==> src/hid_keyboard_report_to_key_events_unit_defines.svh <==
// assertion macros for the keyboard report decoder
// used by the datapath, no other dependencies
`ifndef HID_KEYBOARD_REPORT_TO_KEY_EVENTS_UNIT_DEFINES_SVH
`define HID_KEYBOARD_REPORT_TO_KEY_EVENTS_UNIT_DEFINES_SVH

`ifndef SYNTHESIS
`define HKE_ASSERT(name, clk, rst, prop, msg) \
   name: assert property (@(posedge clk) disable iff (rst) prop) else $error(msg);
`define HKE_ASSERT_NEVER(name, clk, rst, expr, msg) \
   name: assert property (@(posedge clk) disable iff (rst) !(expr)) else $error(msg);
`else
`define HKE_ASSERT(name, clk, rst, prop, msg)
`define HKE_ASSERT_NEVER(name, clk, rst, expr, msg)
`endif

`endif

==> src/hke_pkg.sv <==
// types, constants and decode functions for the keyboard report decoder
// no dependencies
package hke_pkg;

   localparam int NumSlots = 6;

   localparam logic [2:0] KindFrame = 3'd0;
   localparam logic [2:0] KindCaps  = 3'd1;
   localparam logic [2:0] KindMod   = 3'd2;
   localparam logic [2:0] KindRaw   = 3'd3;
   localparam logic [2:0] KindChar  = 3'd4;

   localparam logic [7:0] FrameStart = 8'hFE;
   localparam logic [7:0] FnCode     = 8'h9D;
   localparam logic [7:0] CapsCode   = 8'h39;
   localparam logic [7:0] RawLoA     = 8'h28;
   localparam logic [7:0] RawHiA     = 8'h2C;
   localparam logic [7:0] RawLoB     = 8'h3A;
   localparam logic [7:0] RawHiB     = 8'h65;
   localparam logic [7:0] LetterLo   = 8'h04;
   localparam logic [7:0] LetterHi   = 8'h1D;
   localparam logic [7:0] FnLetterHi = 8'h0F;
   localparam logic [7:0] DigitLo    = 8'h1E;
   localparam logic [7:0] DigitHi    = 8'h27;

   localparam logic [7:0] ShiftMask = 8'h22;
   localparam logic [7:0] AltMask   = 8'h44;
   localparam logic [7:0] CtrlMask  = 8'h11;

   localparam logic [3:0] FrameLast = 4'd8;
   localparam logic [3:0] ModLast   = 4'd2;
   localparam logic [3:0] SlotLast  = 4'(NumSlots - 1);

   typedef logic [NumSlots-1:0][7:0] slots_type;

   typedef enum logic [2:0] {
      PH_IDLE    = 3'd0,
      PH_FRAME   = 3'd1,
      PH_CAPS    = 3'd2,
      PH_MOD     = 3'd3,
      PH_PRESS   = 3'd4,
      PH_RELEASE = 3'd5,
      PH_FLUSH   = 3'd6
   } phase_type;

   typedef struct packed {
      logic       load;
      phase_type  phase;
      logic [3:0] idx;
   } cmd_type;

   typedef struct packed {
      logic advance;
   } sts_type;

   typedef struct packed {
      logic       valid;
      logic [2:0] kind;
      logic [7:0] value;
      logic       press;
   } event_type;

   function automatic logic slots_have(slots_type s, logic [7:0] code);
      logic hit;
      hit = 1'b0;
      for (int i = 0; i < NumSlots; i++) begin
         if (s[i] == code) hit = 1'b1;
      end
      return hit;
   endfunction

   function automatic slots_type fn_remap(slots_type s);
      slots_type r;
      logic      done;
      for (int i = 0; i < NumSlots; i++) begin
         if (s[i] >= LetterLo && s[i] <= FnLetterHi) begin
            r[i] = s[i] + 8'h36;
         end else if (s[i] >= DigitLo && s[i] <= DigitHi) begin
            r[i] = s[i] + 8'h1C;
         end else begin
            r[i] = s[i];
         end
      end
      done = 1'b0;
      for (int i = 0; i < NumSlots; i++) begin
         if (!done && r[i] == FnCode) begin
            r[i] = 8'h00;
            done = 1'b1;
         end
      end
      return r;
   endfunction

   // digits and punctuation, plain and shifted
   function automatic logic [7:0] char_of(logic [7:0] code, logic shift);
      logic [7:0] ch;
      unique case (code)
         8'h1E:   ch = shift ? 8'h21 : 8'h31;
         8'h1F:   ch = shift ? 8'h40 : 8'h32;
         8'h20:   ch = shift ? 8'h23 : 8'h33;
         8'h21:   ch = shift ? 8'h24 : 8'h34;
         8'h22:   ch = shift ? 8'h25 : 8'h35;
         8'h23:   ch = shift ? 8'h5E : 8'h36;
         8'h24:   ch = shift ? 8'h26 : 8'h37;
         8'h25:   ch = shift ? 8'h2A : 8'h38;
         8'h26:   ch = shift ? 8'h28 : 8'h39;
         8'h27:   ch = shift ? 8'h29 : 8'h30;
         8'h2D:   ch = shift ? 8'h5F : 8'h2D;
         8'h2E:   ch = shift ? 8'h2B : 8'h3D;
         8'h2F:   ch = shift ? 8'h7B : 8'h5B;
         8'h30:   ch = shift ? 8'h7D : 8'h5D;
         8'h31:   ch = shift ? 8'h7C : 8'h5C;
         8'h32:   ch = shift ? 8'h7E : 8'h23;
         8'h33:   ch = shift ? 8'h3A : 8'h3B;
         8'h34:   ch = shift ? 8'h22 : 8'h27;
         8'h35:   ch = shift ? 8'h7E : 8'h60;
         8'h36:   ch = shift ? 8'h3C : 8'h2C;
         8'h37:   ch = shift ? 8'h3E : 8'h2E;
         8'h38:   ch = shift ? 8'h3F : 8'h2F;
         default: ch = 8'h00;
      endcase
      return ch;
   endfunction

   function automatic event_type key_decode(logic [7:0] code, logic [7:0] mods,
                                            logic caps, logic press);
      event_type ev;
      logic      shift;
      logic      ctrl;
      shift    = |(mods & ShiftMask);
      ctrl     = |(mods & CtrlMask);
      ev.valid = 1'b0;
      ev.kind  = KindChar;
      ev.value = 8'h00;
      ev.press = press;
      if ((code >= RawLoA && code <= RawHiA) || (code >= RawLoB && code <= RawHiB)) begin
         ev.valid = 1'b1;
         ev.kind  = KindRaw;
         ev.value = code;
      end else if (code >= LetterLo && code <= LetterHi) begin
         ev.valid = 1'b1;
         if (ctrl) begin
            ev.value = code - 8'h03;
         end else if (shift ^ caps) begin
            ev.value = code + 8'h3D;
         end else begin
            ev.value = code + 8'h5D;
         end
      end else begin
         ev.value = char_of(code, shift);
         ev.valid = (ev.value != 8'h00);
      end
      return ev;
   endfunction

endpackage

==> src/hid_keyboard_report_to_key_events_unit.sv <==
// top level of the boot keyboard report decoder
// depends on hke_pkg, hke_controller and hke_datapath
//
// A keyboard report item produces a run of 9 to 25 result items: the 9-byte frame, an optional
// caps-lock toggle, shift/alt/ctrl changes, key presses and then key releases; the last item of
// the run carries last_of_run. A link-lost item produces nothing. After accepting a report the
// sequencer visits 25 candidate event slots one per cycle while the result side does not stall it,
// then a closing flush step, and it accepts no new item until the flush is done. It holds on a
// slot while the result side stalls and a waiting item must move to the output register. The final
// result of a run may still sit in the output register while the next item is accepted.
module hid_keyboard_report_to_key_events_unit
   import hke_pkg::*;
(
   input  logic       clock,
   input  logic       reset,
   input  logic       req_valid,
   output logic       req_ready,
   input  logic       req_func,
   input  logic [7:0] req_modifier_bits,
   input  logic [7:0] req_reserved_byte,
   input  logic [7:0] req_key_slot_0,
   input  logic [7:0] req_key_slot_1,
   input  logic [7:0] req_key_slot_2,
   input  logic [7:0] req_key_slot_3,
   input  logic [7:0] req_key_slot_4,
   input  logic [7:0] req_key_slot_5,
   output logic       rsp_valid,
   input  logic       rsp_ready,
   output logic [2:0] rsp_event_kind,
   output logic [7:0] rsp_event_value,
   output logic       rsp_is_press,
   output logic       rsp_last_of_run
);

   cmd_type   cmd;
   sts_type   sts;
   slots_type req_slots;

   assign req_slots = {req_key_slot_5, req_key_slot_4, req_key_slot_3,
                       req_key_slot_2, req_key_slot_1, req_key_slot_0};

   hke_controller u_controller (
      .clock     (clock),
      .reset     (reset),
      .req_valid (req_valid),
      .req_ready (req_ready),
      .req_func  (req_func),
      .sts       (sts),
      .cmd       (cmd)
   );

   hke_datapath u_datapath (
      .clock             (clock),
      .reset             (reset),
      .cmd               (cmd),
      .sts               (sts),
      .req_func          (req_func),
      .req_modifier_bits (req_modifier_bits),
      .req_reserved_byte (req_reserved_byte),
      .req_slots         (req_slots),
      .rsp_valid         (rsp_valid),
      .rsp_ready         (rsp_ready),
      .rsp_event_kind    (rsp_event_kind),
      .rsp_event_value   (rsp_event_value),
      .rsp_is_press      (rsp_is_press),
      .rsp_last_of_run   (rsp_last_of_run)
   );

endmodule

==> src/hke_controller.sv <==
// step sequencer for the keyboard report decoder
// depends on hke_pkg
module hke_controller
   import hke_pkg::*;
(
   input  logic    clock,
   input  logic    reset,
   input  logic    req_valid,
   output logic    req_ready,
   input  logic    req_func,
   input  sts_type sts,
   output cmd_type cmd
);

   typedef enum logic [6:0] {
      S_IDLE    = 7'b0000001,
      S_FRAME   = 7'b0000010,
      S_CAPS    = 7'b0000100,
      S_MOD     = 7'b0001000,
      S_PRESS   = 7'b0010000,
      S_RELEASE = 7'b0100000,
      S_FLUSH   = 7'b1000000
   } state_type;

   state_type  state_ff, state_in;
   logic [3:0] idx_ff, idx_in;

   always_comb begin
      state_in  = state_ff;
      idx_in    = idx_ff;
      cmd.load  = 1'b0;
      cmd.phase = PH_IDLE;
      cmd.idx   = idx_ff;
      req_ready = 1'b0;
      unique case (state_ff)
         S_IDLE: begin
            req_ready = 1'b1;
            if (req_valid) begin
               cmd.load = 1'b1;
               if (!req_func) begin
                  state_in = S_FRAME;
                  idx_in   = 4'd0;
               end
            end
         end
         S_FRAME: begin
            cmd.phase = PH_FRAME;
            if (sts.advance) begin
               if (idx_ff == FrameLast) begin
                  state_in = S_CAPS;
                  idx_in   = 4'd0;
               end else begin
                  idx_in = idx_ff + 4'd1;
               end
            end
         end
         S_CAPS: begin
            cmd.phase = PH_CAPS;
            if (sts.advance) begin
               state_in = S_MOD;
               idx_in   = 4'd0;
            end
         end
         S_MOD: begin
            cmd.phase = PH_MOD;
            if (sts.advance) begin
               if (idx_ff == ModLast) begin
                  state_in = S_PRESS;
                  idx_in   = 4'd0;
               end else begin
                  idx_in = idx_ff + 4'd1;
               end
            end
         end
         S_PRESS: begin
            cmd.phase = PH_PRESS;
            if (sts.advance) begin
               if (idx_ff == SlotLast) begin
                  state_in = S_RELEASE;
                  idx_in   = 4'd0;
               end else begin
                  idx_in = idx_ff + 4'd1;
               end
            end
         end
         S_RELEASE: begin
            cmd.phase = PH_RELEASE;
            if (sts.advance) begin
               if (idx_ff == SlotLast) begin
                  state_in = S_FLUSH;
                  idx_in   = 4'd0;
               end else begin
                  idx_in = idx_ff + 4'd1;
               end
            end
         end
         S_FLUSH: begin
            cmd.phase = PH_FLUSH;
            if (sts.advance) begin
               state_in = S_IDLE;
            end
         end
         default: begin
            state_in = S_IDLE;
            idx_in   = 4'd0;
         end
      endcase
   end

   always_ff @(posedge clock) begin
      if (reset) begin
         state_ff <= S_IDLE;
         idx_ff   <= 4'd0;
      end else begin
         state_ff <= state_in;
         idx_ff   <= idx_in;
      end
   end

endmodule

==> src/hke_datapath.sv <==
// report registers, event decode, pending item and output register
// depends on hke_pkg and the assertion macro header
`include "hid_keyboard_report_to_key_events_unit_defines.svh"

module hke_datapath
   import hke_pkg::*;
(
   input  logic       clock,
   input  logic       reset,
   input  cmd_type    cmd,
   output sts_type    sts,
   input  logic       req_func,
   input  logic [7:0] req_modifier_bits,
   input  logic [7:0] req_reserved_byte,
   input  slots_type  req_slots,
   output logic       rsp_valid,
   input  logic       rsp_ready,
   output logic [2:0] rsp_event_kind,
   output logic [7:0] rsp_event_value,
   output logic       rsp_is_press,
   output logic       rsp_last_of_run
);

   logic [7:0] mods_ff, resv_ff, prev_mods_ff;
   slots_type  rep_slot_ff, fin_slot_ff, prev_slot_ff;
   logic       prev_valid_ff, caps_ff;
   event_type  pend_ff;
   logic       pend_valid_ff;
   logic       rsp_valid_ff, rsp_last_ff;
   logic [2:0] rsp_kind_ff;
   logic [7:0] rsp_value_ff;
   logic       rsp_press_ff;

   logic       fn_now, fn_was;
   slots_type  fin_in;
   logic [7:0] prior_mods;
   logic [2:0] slot_idx;
   logic [3:0] frame_sel;
   logic [7:0] press_code, release_code;
   logic       caps_cond;
   logic [7:0] mod_mask;
   event_type  cand;
   event_type  press_ev, release_ev;
   logic       flush, out_busy, stall, advance, push;

   assign fn_now     = slots_have(req_slots, FnCode);
   assign fn_was     = prev_valid_ff && slots_have(prev_slot_ff, FnCode);
   assign fin_in     = (fn_now && !fn_was) ? fn_remap(req_slots) : req_slots;
   assign prior_mods = prev_valid_ff ? prev_mods_ff : 8'h00;

   assign slot_idx     = cmd.idx[2:0];
   assign frame_sel    = cmd.idx - 4'd3;
   assign press_code   = fin_slot_ff[slot_idx];
   assign release_code = prev_slot_ff[slot_idx];
   assign caps_cond    = !slots_have(prev_slot_ff, CapsCode) && slots_have(fin_slot_ff, CapsCode);
   assign press_ev     = key_decode(press_code, mods_ff, caps_ff, 1'b1);
   assign release_ev   = key_decode(release_code, prior_mods, caps_ff, 1'b0);

   always_comb begin
      unique case (cmd.idx[1:0])
         2'd0:    mod_mask = ShiftMask;
         2'd1:    mod_mask = AltMask;
         default: mod_mask = CtrlMask;
      endcase
   end

   always_comb begin
      cand.valid = 1'b0;
      cand.kind  = KindFrame;
      cand.value = 8'h00;
      cand.press = 1'b0;
      unique case (cmd.phase)
         PH_FRAME: begin
            cand.valid = 1'b1;
            if (cmd.idx == 4'd0) begin
               cand.value = FrameStart;
            end else if (cmd.idx == 4'd1) begin
               cand.value = mods_ff;
            end else if (cmd.idx == 4'd2) begin
               cand.value = resv_ff;
            end else begin
               cand.value = fin_slot_ff[frame_sel[2:0]];
            end
         end
         PH_CAPS: begin
            cand.valid = caps_cond;
            cand.kind  = KindCaps;
            cand.value = {7'd0, ~caps_ff};
         end
         PH_MOD: begin
            cand.valid = |((mods_ff ^ prior_mods) & mod_mask);
            cand.kind  = KindMod;
            cand.value = {6'd0, cmd.idx[1:0]};
            cand.press = |(mods_ff & mod_mask);
         end
         PH_PRESS: begin
            cand       = press_ev;
            cand.valid = press_ev.valid && press_code != 8'h00 && press_code != CapsCode
                         && !(prev_valid_ff && slots_have(prev_slot_ff, press_code));
         end
         PH_RELEASE: begin
            cand       = release_ev;
            cand.valid = release_ev.valid && prev_valid_ff && release_code != 8'h00
                         && release_code != CapsCode && !slots_have(rep_slot_ff, release_code);
         end
         default: begin
            cand.valid = 1'b0;
         end
      endcase
   end

   assign flush    = (cmd.phase == PH_FLUSH);
   assign out_busy = rsp_valid_ff && !rsp_ready;
   assign stall    = ((cand.valid && pend_valid_ff) || flush) && out_busy;
   assign advance  = (cmd.phase != PH_IDLE) && !stall;
   assign push     = advance && pend_valid_ff && (cand.valid || flush);
   assign sts.advance = advance;

   always_ff @(posedge clock) begin
      if (reset) begin
         prev_valid_ff <= 1'b0;
         caps_ff       <= 1'b0;
         pend_valid_ff <= 1'b0;
         rsp_valid_ff  <= 1'b0;
         prev_mods_ff  <= 8'h00;
         prev_slot_ff  <= '0;
      end else begin
         if (cmd.load && req_func) begin
            prev_valid_ff <= 1'b0;
         end
         if (advance && cmd.phase == PH_CAPS && caps_cond) begin
            caps_ff <= ~caps_ff;
         end
         if (advance && cand.valid) begin
            pend_valid_ff <= 1'b1;
         end else if (advance && flush) begin
            pend_valid_ff <= 1'b0;
         end
         if (advance && flush) begin
            prev_valid_ff <= 1'b1;
            prev_mods_ff  <= mods_ff;
            prev_slot_ff  <= rep_slot_ff;
         end
         if (push) begin
            rsp_valid_ff <= 1'b1;
         end else if (rsp_ready) begin
            rsp_valid_ff <= 1'b0;
         end
      end
   end

   always_ff @(posedge clock) begin
      if (cmd.load && !req_func) begin
         mods_ff     <= req_modifier_bits;
         resv_ff     <= req_reserved_byte;
         rep_slot_ff <= req_slots;
         fin_slot_ff <= fin_in;
      end
      if (advance && cand.valid) begin
         pend_ff <= cand;
      end
      if (push) begin
         rsp_kind_ff  <= pend_ff.kind;
         rsp_value_ff <= pend_ff.value;
         rsp_press_ff <= pend_ff.press;
         rsp_last_ff  <= flush;
      end
   end

   assign rsp_valid       = rsp_valid_ff;
   assign rsp_event_kind  = rsp_kind_ff;
   assign rsp_event_value = rsp_value_ff;
   assign rsp_is_press    = rsp_press_ff;
   assign rsp_last_of_run = rsp_last_ff;

   `HKE_ASSERT(a_flush_has_pending, clock, reset, flush |-> pend_valid_ff, "flush without pending item")
   `HKE_ASSERT(a_idle_no_pending, clock, reset, (cmd.phase == PH_IDLE) |-> !pend_valid_ff, "pending item left in idle")
   `HKE_ASSERT_NEVER(a_no_overwrite, clock, reset, push && rsp_valid_ff && !rsp_ready, "output item overwritten")
   `HKE_ASSERT(a_flush_ends_run, clock, reset, (flush && advance) |=> (rsp_valid_ff && rsp_last_ff && !pend_valid_ff), "run not closed by last item")

endmodule

==> config.mk <==
export PLATFORM = sky130hd
export DESIGN_NAME = hid_keyboard_report_to_key_events_unit
export DESIGN_NICKNAME = d
export VERILOG_FILES = /design/src/hke_pkg.sv /design/src/hid_keyboard_report_to_key_events_unit.sv /design/src/hke_controller.sv /design/src/hke_datapath.sv
export VERILOG_INCLUDE_DIRS = /design/src /design/src/src
export SDC_FILE = /design/constraint.sdc
export NUM_CORES = 1
export LEC_CHECK = 0
export BUFFER_PORTS_ARGS = -buffer_cell sky130_fd_sc_hd__buf_4
export CAP_MARGIN = 15
export CELL_PAD_IN_SITES_DETAIL_PLACEMENT = 1
export CELL_PAD_IN_SITES_GLOBAL_PLACEMENT = 2
export CORE_MARGIN = 2
export CORE_UTILIZATION = 30
export DETAILED_ROUTE_END_ITERATION = 12
export PLACE_DENSITY_LB_ADDON = 0.1
export SLEW_MARGIN = 10
export SYNTH_ARGS = -nofsm -noshare
export SYNTH_HDL_FRONTEND = slang
export SYNTH_SLANG_ARGS = --single-unit
export TNS_END_PERCENT = 1
==> constraint.sdc <==
create_clock -name clock -period 18.5 [get_ports clock]
set_input_delay 0.925 -clock clock [delete_from_list [all_inputs] [get_ports clock]]
set_output_delay 0.925 -clock clock [all_outputs]
set_load 0.05 [all_outputs]
# After elaboration in Yosys (flattened, before gate mapping)
# Index checks and enable logic that the tools add are counted.
dict set report op_classes {
  addsub 20
  order_cmp 38
  n_eq_ne 119
  n_mux 174
  bitwise_logic 7
  reduce_logical 81
}
# op n
set op_table {}
lappend op_table {{8-bit by 6-bit equality test with 1-bit output, second input constant} 52}
lappend op_table {{8-bit case mux with 22 select lines} 2}
lappend op_table {{8-bit 2-to-1 mux} 37}
lappend op_table {{8-bit equality test, second input constant} 18}
lappend op_table {{7-bit 2-to-1 mux} 20}
lappend op_table {{5-bit 2-to-1 mux} 26}
lappend op_table {{8-bit equality test} 12}
lappend op_table {{8-bit binary-select mux with 3-bit select} 3}
lappend op_table {{8-bit by 6-bit adder with 8-bit output, second input constant} 8}
lappend op_table {{8-bit by 3-bit >= comparator with 1-bit output, second input constant} 8}
lappend op_table {{8-bit by 6-bit less-or-equal comparator with 1-bit output, second input constant} 8}
lappend op_table {{1-bit 2-to-1 mux} 58}
lappend op_table {{7-bit case mux with 7 select lines} 1}
lappend op_table {{8-bit by 5-bit adder with 8-bit output, second input constant} 6}
lappend op_table {{8-bit by 5-bit >= comparator with 1-bit output, second input constant} 6}
lappend op_table {{8-bit by 4-bit less-or-equal comparator with 1-bit output, second input constant} 6}
lappend op_table {{48-bit 2-to-1 mux} 1}
lappend op_table {{1-bit logical AND} 46}
lappend op_table {{8-bit case mux with 5 select lines} 1}
lappend op_table {{4-bit 2-to-1 mux} 9}
lappend op_table {{6-bit 2-to-1 mux} 6}
lappend op_table {{8-bit by 5-bit equality test with 1-bit output, second input constant} 4}
lappend op_table {{8-bit by 6-bit >= comparator with 1-bit output, second input constant} 4}
lappend op_table {{8-bit nonzero test} 4}
lappend op_table {{46 further kinds} 93}
dict set report totals {
  ff_bits 208
  elab_cells 473
}

# Logic depth before layout (Yosys ltp)
# Gate-level depths: netlist (run 1).
dict set report logic_depth {
  depth_word 22
  mapped_depth 20
}

# By module
# A second synthesis (run 1) with hierarchy kept.
dict set report unflattened {
  cells_unflattened 1734
  area_unflattened_um2 15432.3
}
# mod n_inst cells_each area_each_um2 seq_area_each_um2
set modules_own_cells {}
lappend modules_own_cells {hke_datapath 1 1628 14518.9 5275.1}
lappend modules_own_cells {hke_controller 1 106 913.4 220.2}

# Least setup slack after synthesis (run 1)
# No wires, ideal clock.
dict set report synth_path {
  path_kind {input-to-reg}
  start {input req_func}
  end {register u_datapath.fin_slot_ff[0] (netlist bit), enable pin}
  setup_time_ns 0.584
  arrival_time_ns 5.745
  setup_slack_ns 12.172
  cell_stages 2
  path_buffers 0
  cell_sequence {nand2b_1 nor2_1}
}
dict set report synth_between {
  elab_chain_cells 2
}
# item line_no
set synth_lines {}
lappend synth_lines {{start, declared} hid_keyboard_report_to_key_events_unit.sv:18} ;# input logic req_func,
lappend synth_lines {{1-bit zero test} hke_datapath.sv:153} ;# if (cmd.load && !req_func) begin
lappend synth_lines {{1-bit logical AND} hke_datapath.sv:153}
lappend synth_lines {{end signal, assigned} hke_datapath.sv:157} ;# fin_slot_ff <= fin_in;
lappend synth_lines {{end, declared} hke_datapath.sv:25} ;# slots_type rep_slot_ff, fin_slot_ff, prev_slot_ff;
# Every way passes these cells.
# A chain may end at the register's enable or synchronous reset.

# Worst setup path in the final report (run 1)
dict set report layout_path {
  start {register u_controller.idx_ff[0]}
  end {register u_controller.state_ff[3]}
}
dict set report layout_between {
  elab_chain_cells 21
  elab_cells_between_ends 145
  cone_classes {12 x order compare; 72 x eq/ne; 30 x mux; 1 x bitwise; 30 x reduce/logical}
}
# item line_no
set layout_lines {}
lappend layout_lines {{start, declared} hke_controller.sv:26} ;# logic [3:0] idx_ff, idx_in;
lappend layout_lines {{start signal, assigned} hke_controller.sv:116} ;# idx_ff <= idx_in;
lappend layout_lines {{8-bit binary-select mux with 3-bit select, on equally long branches} {hke_datapath.sv:54, hke_datapath.sv:53}}
lappend layout_lines {{8-bit 2-to-1 mux, on equally long branches} {hke_datapath.sv:54, hke_datapath.sv:53}}
lappend layout_lines {{8-bit by 6-bit equality test with 1-bit output, or another cell as far along} hke_pkg.sv:97} ;# unique case (code)
lappend layout_lines {{8-bit case mux with 22 select lines or 1-bit 2-to-1 mux (tied branches)} {hke_pkg.sv:97, hke_pkg.sv:67}}
lappend layout_lines {{8-bit 2-to-1 mux or 1-bit 2-to-1 mux (tied branches)} {hke_pkg.sv:140, hke_pkg.sv:67}}
lappend layout_lines {{8-bit 2-to-1 mux or 1-bit 2-to-1 mux (tied branches)} {hke_pkg.sv:136, hke_pkg.sv:67}}
lappend layout_lines {{8-bit nonzero test or 1-bit 2-to-1 mux (tied branches)} {hke_pkg.sv:151, hke_pkg.sv:67}}
lappend layout_lines {{1-bit 2-to-1 mux, on equally long branches} {hke_pkg.sv:140, hke_pkg.sv:67}}
lappend layout_lines {{[5 not listed]} n/a}
lappend layout_lines {{1-bit case mux with 5 select lines} hke_datapath.sv:72} ;# unique case (cmd.phase)
lappend layout_lines {{1-bit logical AND} hke_datapath.sv:114} ;# assign stall = ((cand.valid && pend_valid_ff) || flush) && out_busy;
lappend layout_lines {{1-bit logical OR} hke_datapath.sv:114}
lappend layout_lines {{1-bit logical AND} hke_datapath.sv:114}
lappend layout_lines {{1-bit zero test} hke_datapath.sv:115} ;# assign advance = (cmd.phase != PH_IDLE) && !stall;
lappend layout_lines {{1-bit logical AND} hke_datapath.sv:115}
lappend layout_lines {{2-bit by 1-bit inequality test with 1-bit output (no line)} n/a}
lappend layout_lines {{12-bit AND reduction (no line) *} n/a}
lappend layout_lines {{end signal, assigned} hke_controller.sv:115} ;# state_ff <= state_in;
lappend layout_lines {{end, declared} hke_controller.sv:25} ;# state_type state_ff, state_in;
# Every way passes the cells marked *; elsewhere a longest branch is shown, timed or not. The select of a mux whose other input is x is not followed.

==> reports/qor.yml, run 1 <==
placed_design:
  place.gp.congestion: 0.8916
  dpl.hpwl_um: 48190
  port-buffer-count: 83
  place_area_mm2: 0.01648
  dp.cells: 2411
yosys:
  seq_area_frac_synth_pct: 36.05
  ys_ff_latch: 206
  synth_warnings: 0
  synth_cells: 1726
  synth.avg_cell_area_um2: 8.832
  syn_nets: 1851
  synth.area.top_cells: "edfxtp_1 27%, dfxtp_1 9.1%, xnor2_1 5.7%"
  synthFlopType: "edfxtp_1"
  synth_top_cell_by_area: "edfxtp_1"
  synth_edf_count: 137
  synth_common_cells: "222 x nand2_1, 139 x a21oi_1, 137 x edfxtp_1, 104 x nor2_1, 100 x xnor2_1"
  synth_most_common_cell: "nand2_1"
  async_reset_ff_share_pct: 0
  synthDistinctLibCells: 93
  syn-cell-area_mm2: 0.01524
  synth_top_area_share_pct: 26.99
routing:
  drcViolationCount: 0
  antenna_left: 0
  wl_per_cell_um: 25.27
  routed_wl_um: 62120
  drtPass1Iterations: 5
  num_vias: 13720
  dr.first_iter.drc_count: 778
  via_per_inst: 5.583
pwr:
  p_leak_uw: 0.006012
  vdd_drop_max_mv: 0.05515
  finalPower_uw: 1378
  p_per_area_mw_per_mm2: 79.54
sta:
  tightestPinTransition_ps: 1104
  setup_tns_ps: 0
  rsz0062_at_grt: "false"
  hold_viol: 0
  fin_crit_ps: 5828
  fmax_mhz: 171.6
  relSlewSlack_pct: 25.41
  final-max-slew-violation-count: 0
  period_share_pct: 31.50
  setup_violations: 0
  skew_ps: 28.59
finish:
  layout.cells.non_filler: 2458
  layout.nets: 1892
  diodes: 0
  multi_input_area_mm2: 0.009115
  final_layout_size_suffix_gt1_share_pct: 12.49
  ff_latch_area_mm2: 0.005499
  fillCellCount: 5801
  post-route-cell-area_mm2: 0.01732
  fin_util_pct: 34.53
  areaGrowthSynthToFinish_pct: 13.64
clock_tree:
  clk_latency_ps: 570
  cts_tree: "yes"
  post_cts_resized: 0
  htreeDepth: 1
  cts_buffer_depth: 3
  cts_hold_buf: 0
  cts-buffers-inserted: 25
  cts_setup_buffers: 0
  cts.sinks: 206
  cts.clk_slew.worst_paths_ps: 60
  cts-root-buf: "clkbuf_16"
worst_setup_path:
  crit-reg2reg-launch: "u_controller.idx_ff[0]"
  r2r_slack_ps: 12670
  critical_path.max_fanout: 50
  cp.arrival_ps: 6220
  critPathKind: "register to register"
  critPathLaunch: "u_controller.idx_ff[0]"
  endpoint_kind: "register"
  cp_data_required_time_ps: 18890
  cp-start-kind: "register"
run_status:
  status: "complete, no violations"
global_routing:
  grt_pass1_wl_um: 93690
  grt_use_total_pct: 23.31
  grt_max_degree: 76
  grt_pass1_vias: 14120
  grt_overflow_total: 0
  antenna_found_initial: 0
die:
  rows: 82
  core-area_mm2: 0.05017
  dieArea_mm2: 0.05263
  initial_core_util_pct: 30.38
  fp.dieH_um: 229.4
  die_w_um: 229.4
  ios: 84
job:
  maxCapViolations: 0
hold_path:
  holdCritStartpoint: "u_datapath.pend_ff[7]"
  hp-class: "register to register"
## critical path: stages, from the launching register on
cell	delay [ps]
dfxtp_4	580
buf_4	670
mux2_2	420
and2_1	190
nor2_1	540
inv_1	190
ha_1	370
nor2_1	310
nand2_1	80
a22oi_1	220
o21ai_0	130
nor4_1	630
nand4bb_4	190
o311ai_4	460
nand2_4	150
o311ai_0	380
o31ai_1	120
## path summary, 6_finish.rpt
kind | end | depth (start not counted)
max | u_controller.state_ff[3] | 16
min | u_datapath.rsp_event_value[6] | 0
max reg2reg | u_controller.state_ff[3] | 16
min reg2reg | u_datapath.rsp_event_value[6] | 0
## metrics by stage
stage               setup WS [ps]  hold slack [ps]
floorplan                   12170            400.3
global placement            12690            405.3
detailed placement          12500            405.2
CTS                         12480            418.0
global route                12230            417.2
finish                      12670            415.5
## per-layer routing
layer / global-route usage (%) / share of wire (%) / wire, µm / vias to the layer above
li1: - / - / - / 6500
met1: 30.27 / 45 / 27720 / 6809
met2: 38.78 / 47 / 29180 / 293
met3: 2.303 / 3.3 / 2031 / 121
met4: 11.22 / 5.1 / 3186 / 0
met5: 0 / 0 / 0 / -
## logic make-up after synthesis
| kind of cell | synth area share (%) |
|---|---|
| AO/OA/AOI/OAI | 19.81 |
| XOR/XNOR | 7.067 |
| adder cells (fa/ha/maj) | 4.597 |
| buffers and inverters | 4.334 |
| flip-flops | 36.05 |
| multiplexers | 6.567 |
| AND/OR/NAND/NOR | 21.58 |
## layout by cell type (no fill, tap or decap), drive strengths merged, types with 50 or more instances in the layout
master	count
a21oi	139
ha	56
dfxtp	69
nand2	223
buf	106
nor2	109
nor3	50
o21ai	100
edfxtp	137
inv	64
xnor2	100
## report_power, final
group / internal (µW) / total, µW / leakage (µW) / switching, µW
logic: 104 / 290 / 0.00376 / 186
clock network: 307 / 507 / 0.000412 / 200
registers: 537 / 581 / 0.00184 / 44.1
## final cells by class
| cell class | instances | share of cell area (%) |
|---|---|---|
| Inverter | 63 | 1.365 |
| Tap cell | 672 | 4.854 |
| Timing Repair Buffer | 106 | 4.615 |
| Multi-Input combinational cell | 1365 | 52.62 |
| Clock buffer | 32 | 3.821 |
| Sequential cell | 206 | 31.74 |
| Clock inverter | 14 | 0.9823 |
## registers in the layout (all words and copies together), names as in the netlist
signal,flops
u_datapath.caps_ff,1
u_datapath.prev_slot_ff,48
u_datapath.pend_ff,12
u_datapath.prev_mods_ff,6
u_controller.state_ff,7
u_controller.idx_ff,4
u_datapath.rep_slot_ff,48
u_datapath.rsp_event_value,8
u_datapath.resv_ff,8
u_datapath.mods_ff,8
u_datapath.rsp_last_of_run,1
u_datapath.rsp_valid,1
u_datapath.rsp_is_press,1
u_datapath.pend_valid_ff,1
u_datapath.prev_valid_ff,1
u_datapath.fin_slot_ff,48
u_datapath.rsp_event_kind,3
No activity file was read; power rests on OpenSTA's default activity.
==> inputs of run 2 (changes only) <==
==> constraint.sdc (replaced) <==
create_clock -name clock -period 6 [get_ports clock]
set_input_delay 0.3 -clock clock [delete_from_list [all_inputs] [get_ports clock]]
set_output_delay 0.3 -clock clock [all_outputs]
set_load 0.05 [all_outputs]
==> run 2 against run 1 <==
Net effect:
- die area did not move
- largest cell class unchanged
- final cell count is 3.0% higher
- register-to-register slack lost 12000 ps
- largest power group unchanged
==> reports/qor.yml, run 2 (synthesis gave the netlist of run 1 again) <==
pwr:
  p_leak_uw: 0.006326  # +5.2%
  p_per_area_mw_per_mm2: 237.0  # +200%
  vdd_drop_max_mv: 0.1074  # +95%
run_status:
  status: "complete, no violations"
worst_setup_path:
  critPathMaxStageDelay_ps: 560  # -110 ps
  cp-start-kind: "register"
  critPathKind: "register to register"
  cp_data_required_time_ps: 6210  # -12680 ps
  r2r_slack_ps: 830  # -11840 ps
  slowest_stage: "nor4_1"
  cp_cell_sequence: "nand2b_1 -> o22a_1 -> and2_1 -> inv_1 -> ha_1 -> nor2_1 -> nand2_1 -> a22oi_1 -> o21ai_0 -> nor4_1 -> nand4bb_4 -> o31ai_1 -> nand2_1 -> o21ai_0 -> nor2_1"
  critical_path.max_fanout: 13  # -74%
  cp.arrival_ps: 5380  # -840 ps
  endpoint_kind: "register"
clock_tree:
  cts_setup_buffers: 0  # unchanged
  cts-root-buf: "clkbuf_16"
  post_cts_resized: 0  # unchanged
  cts.clk_slew.worst_paths_ps: 60  # about the same
  cts_buffer_depth: 3  # unchanged
  cts_tree: "yes"
  cts-buffers-inserted: 26  # +4.0%
  cts_hold_buf: 47  # +47
  cts.sinks: 206  # unchanged
  clk_latency_ps: 550  # -20 ps
  htreeDepth: 1  # unchanged
finish:
  layout.cells.non_filler: 2532  # +3.0%
  diodes: 0  # unchanged
  top_regs: "u_datapath.fin_slot_ff (48), u_datapath.prev_slot_ff (48), u_datapath.rep_slot_ff (48)"
  ff_latch_area_mm2: 0.005499  # unchanged
  final_layout_size_suffix_gt1_share_pct: 13.49  # +1.0 points
  multi_input_area_mm2: 0.009115  # unchanged
  layout_common_cells: "221 x nand2_1, 139 x a21oi_1, 137 x edfxtp_1"
  layout_commonest_cell: "nand2_1"
  areaGrowthSynthToFinish_pct: 17.98
  fillCellCount: 5793  # -0.14%
  fin_util_pct: 35.84  # +1.3 points
  layout.nets: 1965  # +3.9%
hold_path:
  hp-class: "primary input to register"
routing:
  topRoutingLayerUsed: "met4"
  via_per_inst: 5.569  # -0.25%
  drcViolationCount: 0  # unchanged
  num_vias: 14100  # +2.8%
  wl_met2_um: 30580  # +4.8%
  routed_wl_um: 63990  # +3.0%
  dr.first_iter.drc_count: 927  # +19%
  met1_length_um: 28260  # +2.0%
  antenna_left: 0  # unchanged
  drtPass1Iterations: 6  # +1
  wl_per_cell_um: 25.27  # about the same
  routed-wl-met3_um: 2047  # +0.79%
placed_design:
  place.gp.congestion: 0.9263  # +3.9%
  dp.cells: 2437  # +1.1%
  dpl.hpwl_um: 49700  # +3.1%
  port-buffer-count: 83  # unchanged
  post-place-ws_ps: 897.4  # -11610 ps
global_routing:
  grt_pass1_vias: 14420  # +2.1%
  grt_use_total_pct: 23.97  # +0.66 points
  grt_pass1_wl_um: 95850  # +2.3%
  grt_max_degree: 113  # +49%
  grt_overflow_total: 0  # unchanged
  antenna_found_initial: 0  # unchanged
sta:
  final-max-slew-violation-count: 0  # unchanged
  period_share_pct: 86.19  # +55 points
  setup_slack_ps: 828.3  # -11840 ps
  rsz0062_at_grt: "false"
  fin_crit_ps: 5172  # -656.1 ps
  fmax_mhz: 193.4  # +13%
  setup_violations: 0  # unchanged
  setup_tns_ps: 0  # unchanged
  skew_ps: 12.94  # -15.65 ps
  relSlewSlack_pct: 33.25  # +7.8 points
  hold_viol: 0  # unchanged
  tightestPinTransition_ps: 992.7  # -111.1 ps
die:
  ios: 84  # unchanged
  dieArea_mm2: 0.05263  # unchanged
  fp.dieH_um: 229.4  # unchanged
  die_w_um: 229.4  # unchanged
  core-area_mm2: 0.05017  # unchanged
  initial_core_util_pct: 30.38  # unchanged
  rows: 82  # unchanged
job:
  maxCapViolations: 0  # unchanged
run 2: cell count changes in the layout (fill, tap and decap cells not counted), moves of 2 or more:
cell,before,now
dlygate4sd3_1,0,47
buf_12,0,2
buf_4,105,129
bufinv_16,4,1
inv_6,1,4
clkbuf_16,25,27
clkbuf_1,6,4
run 2: layer usage:
layer	vias up	track usage, %
met3	102	1.992
met4	0	10.96
met1	7014	31.00
met2	330	40.62
li1	6655	-
met5	-	0
run 2: where the power goes:
part,switching [µW],leakage [µW],internal (µW),total [µW]
Combinational,598,0.00409,355,953
Sequential,143,0.00184,1660,1800
Clock,641,0.000403,869,1510
Total,1380,0.00633,2880,4260
run 2: worst paths after layout:
kind | start | endpoint | cells after the start
hold / removal | req_key_slot_4[2] | u_datapath.rep_slot_ff[34] | 1
setup / recovery | u_controller.idx_ff[2] | u_datapath.rsp_event_value[1] | 15
hold reg to reg | u_datapath.pend_ff[3] | u_datapath.rsp_event_value[2] | 0
setup reg to reg | u_controller.idx_ff[2] | u_datapath.rsp_event_value[1] | 15
run 2: stage by stage:
step	instance area, µm²	hold slack [ps]	power, µW
3_5_place_dp	16700	406.3	2751
6_report	17980	24.54	4261
5_1_grt	17980	15.80	4447
4_1_cts	17980	0.5805	4312
3_3_place_gp	16700	403.8	2751
2_1_floorplan	15250	398.9	2349
run 2: cell type report:
cell class | count | area share [%]
clock buffer | 31 | 3.841
multi-input combinational | 1365 | 50.69
clock inverter | 17 | 0.6818
sequential | 206 | 30.58
timing repair buffer | 178 | 8.224
inverter | 63 | 1.315
tap | 672 | 4.675
run 2: critical path: cells and delay by family, from the launching register on:
family,cells,cell delay [ps]
buffers and inverters,1,220
and+or+nand+nor,8,2400
adders and majority gates,1,420
AOI/OAI and AO/OA,5,1240
DFF,1,530
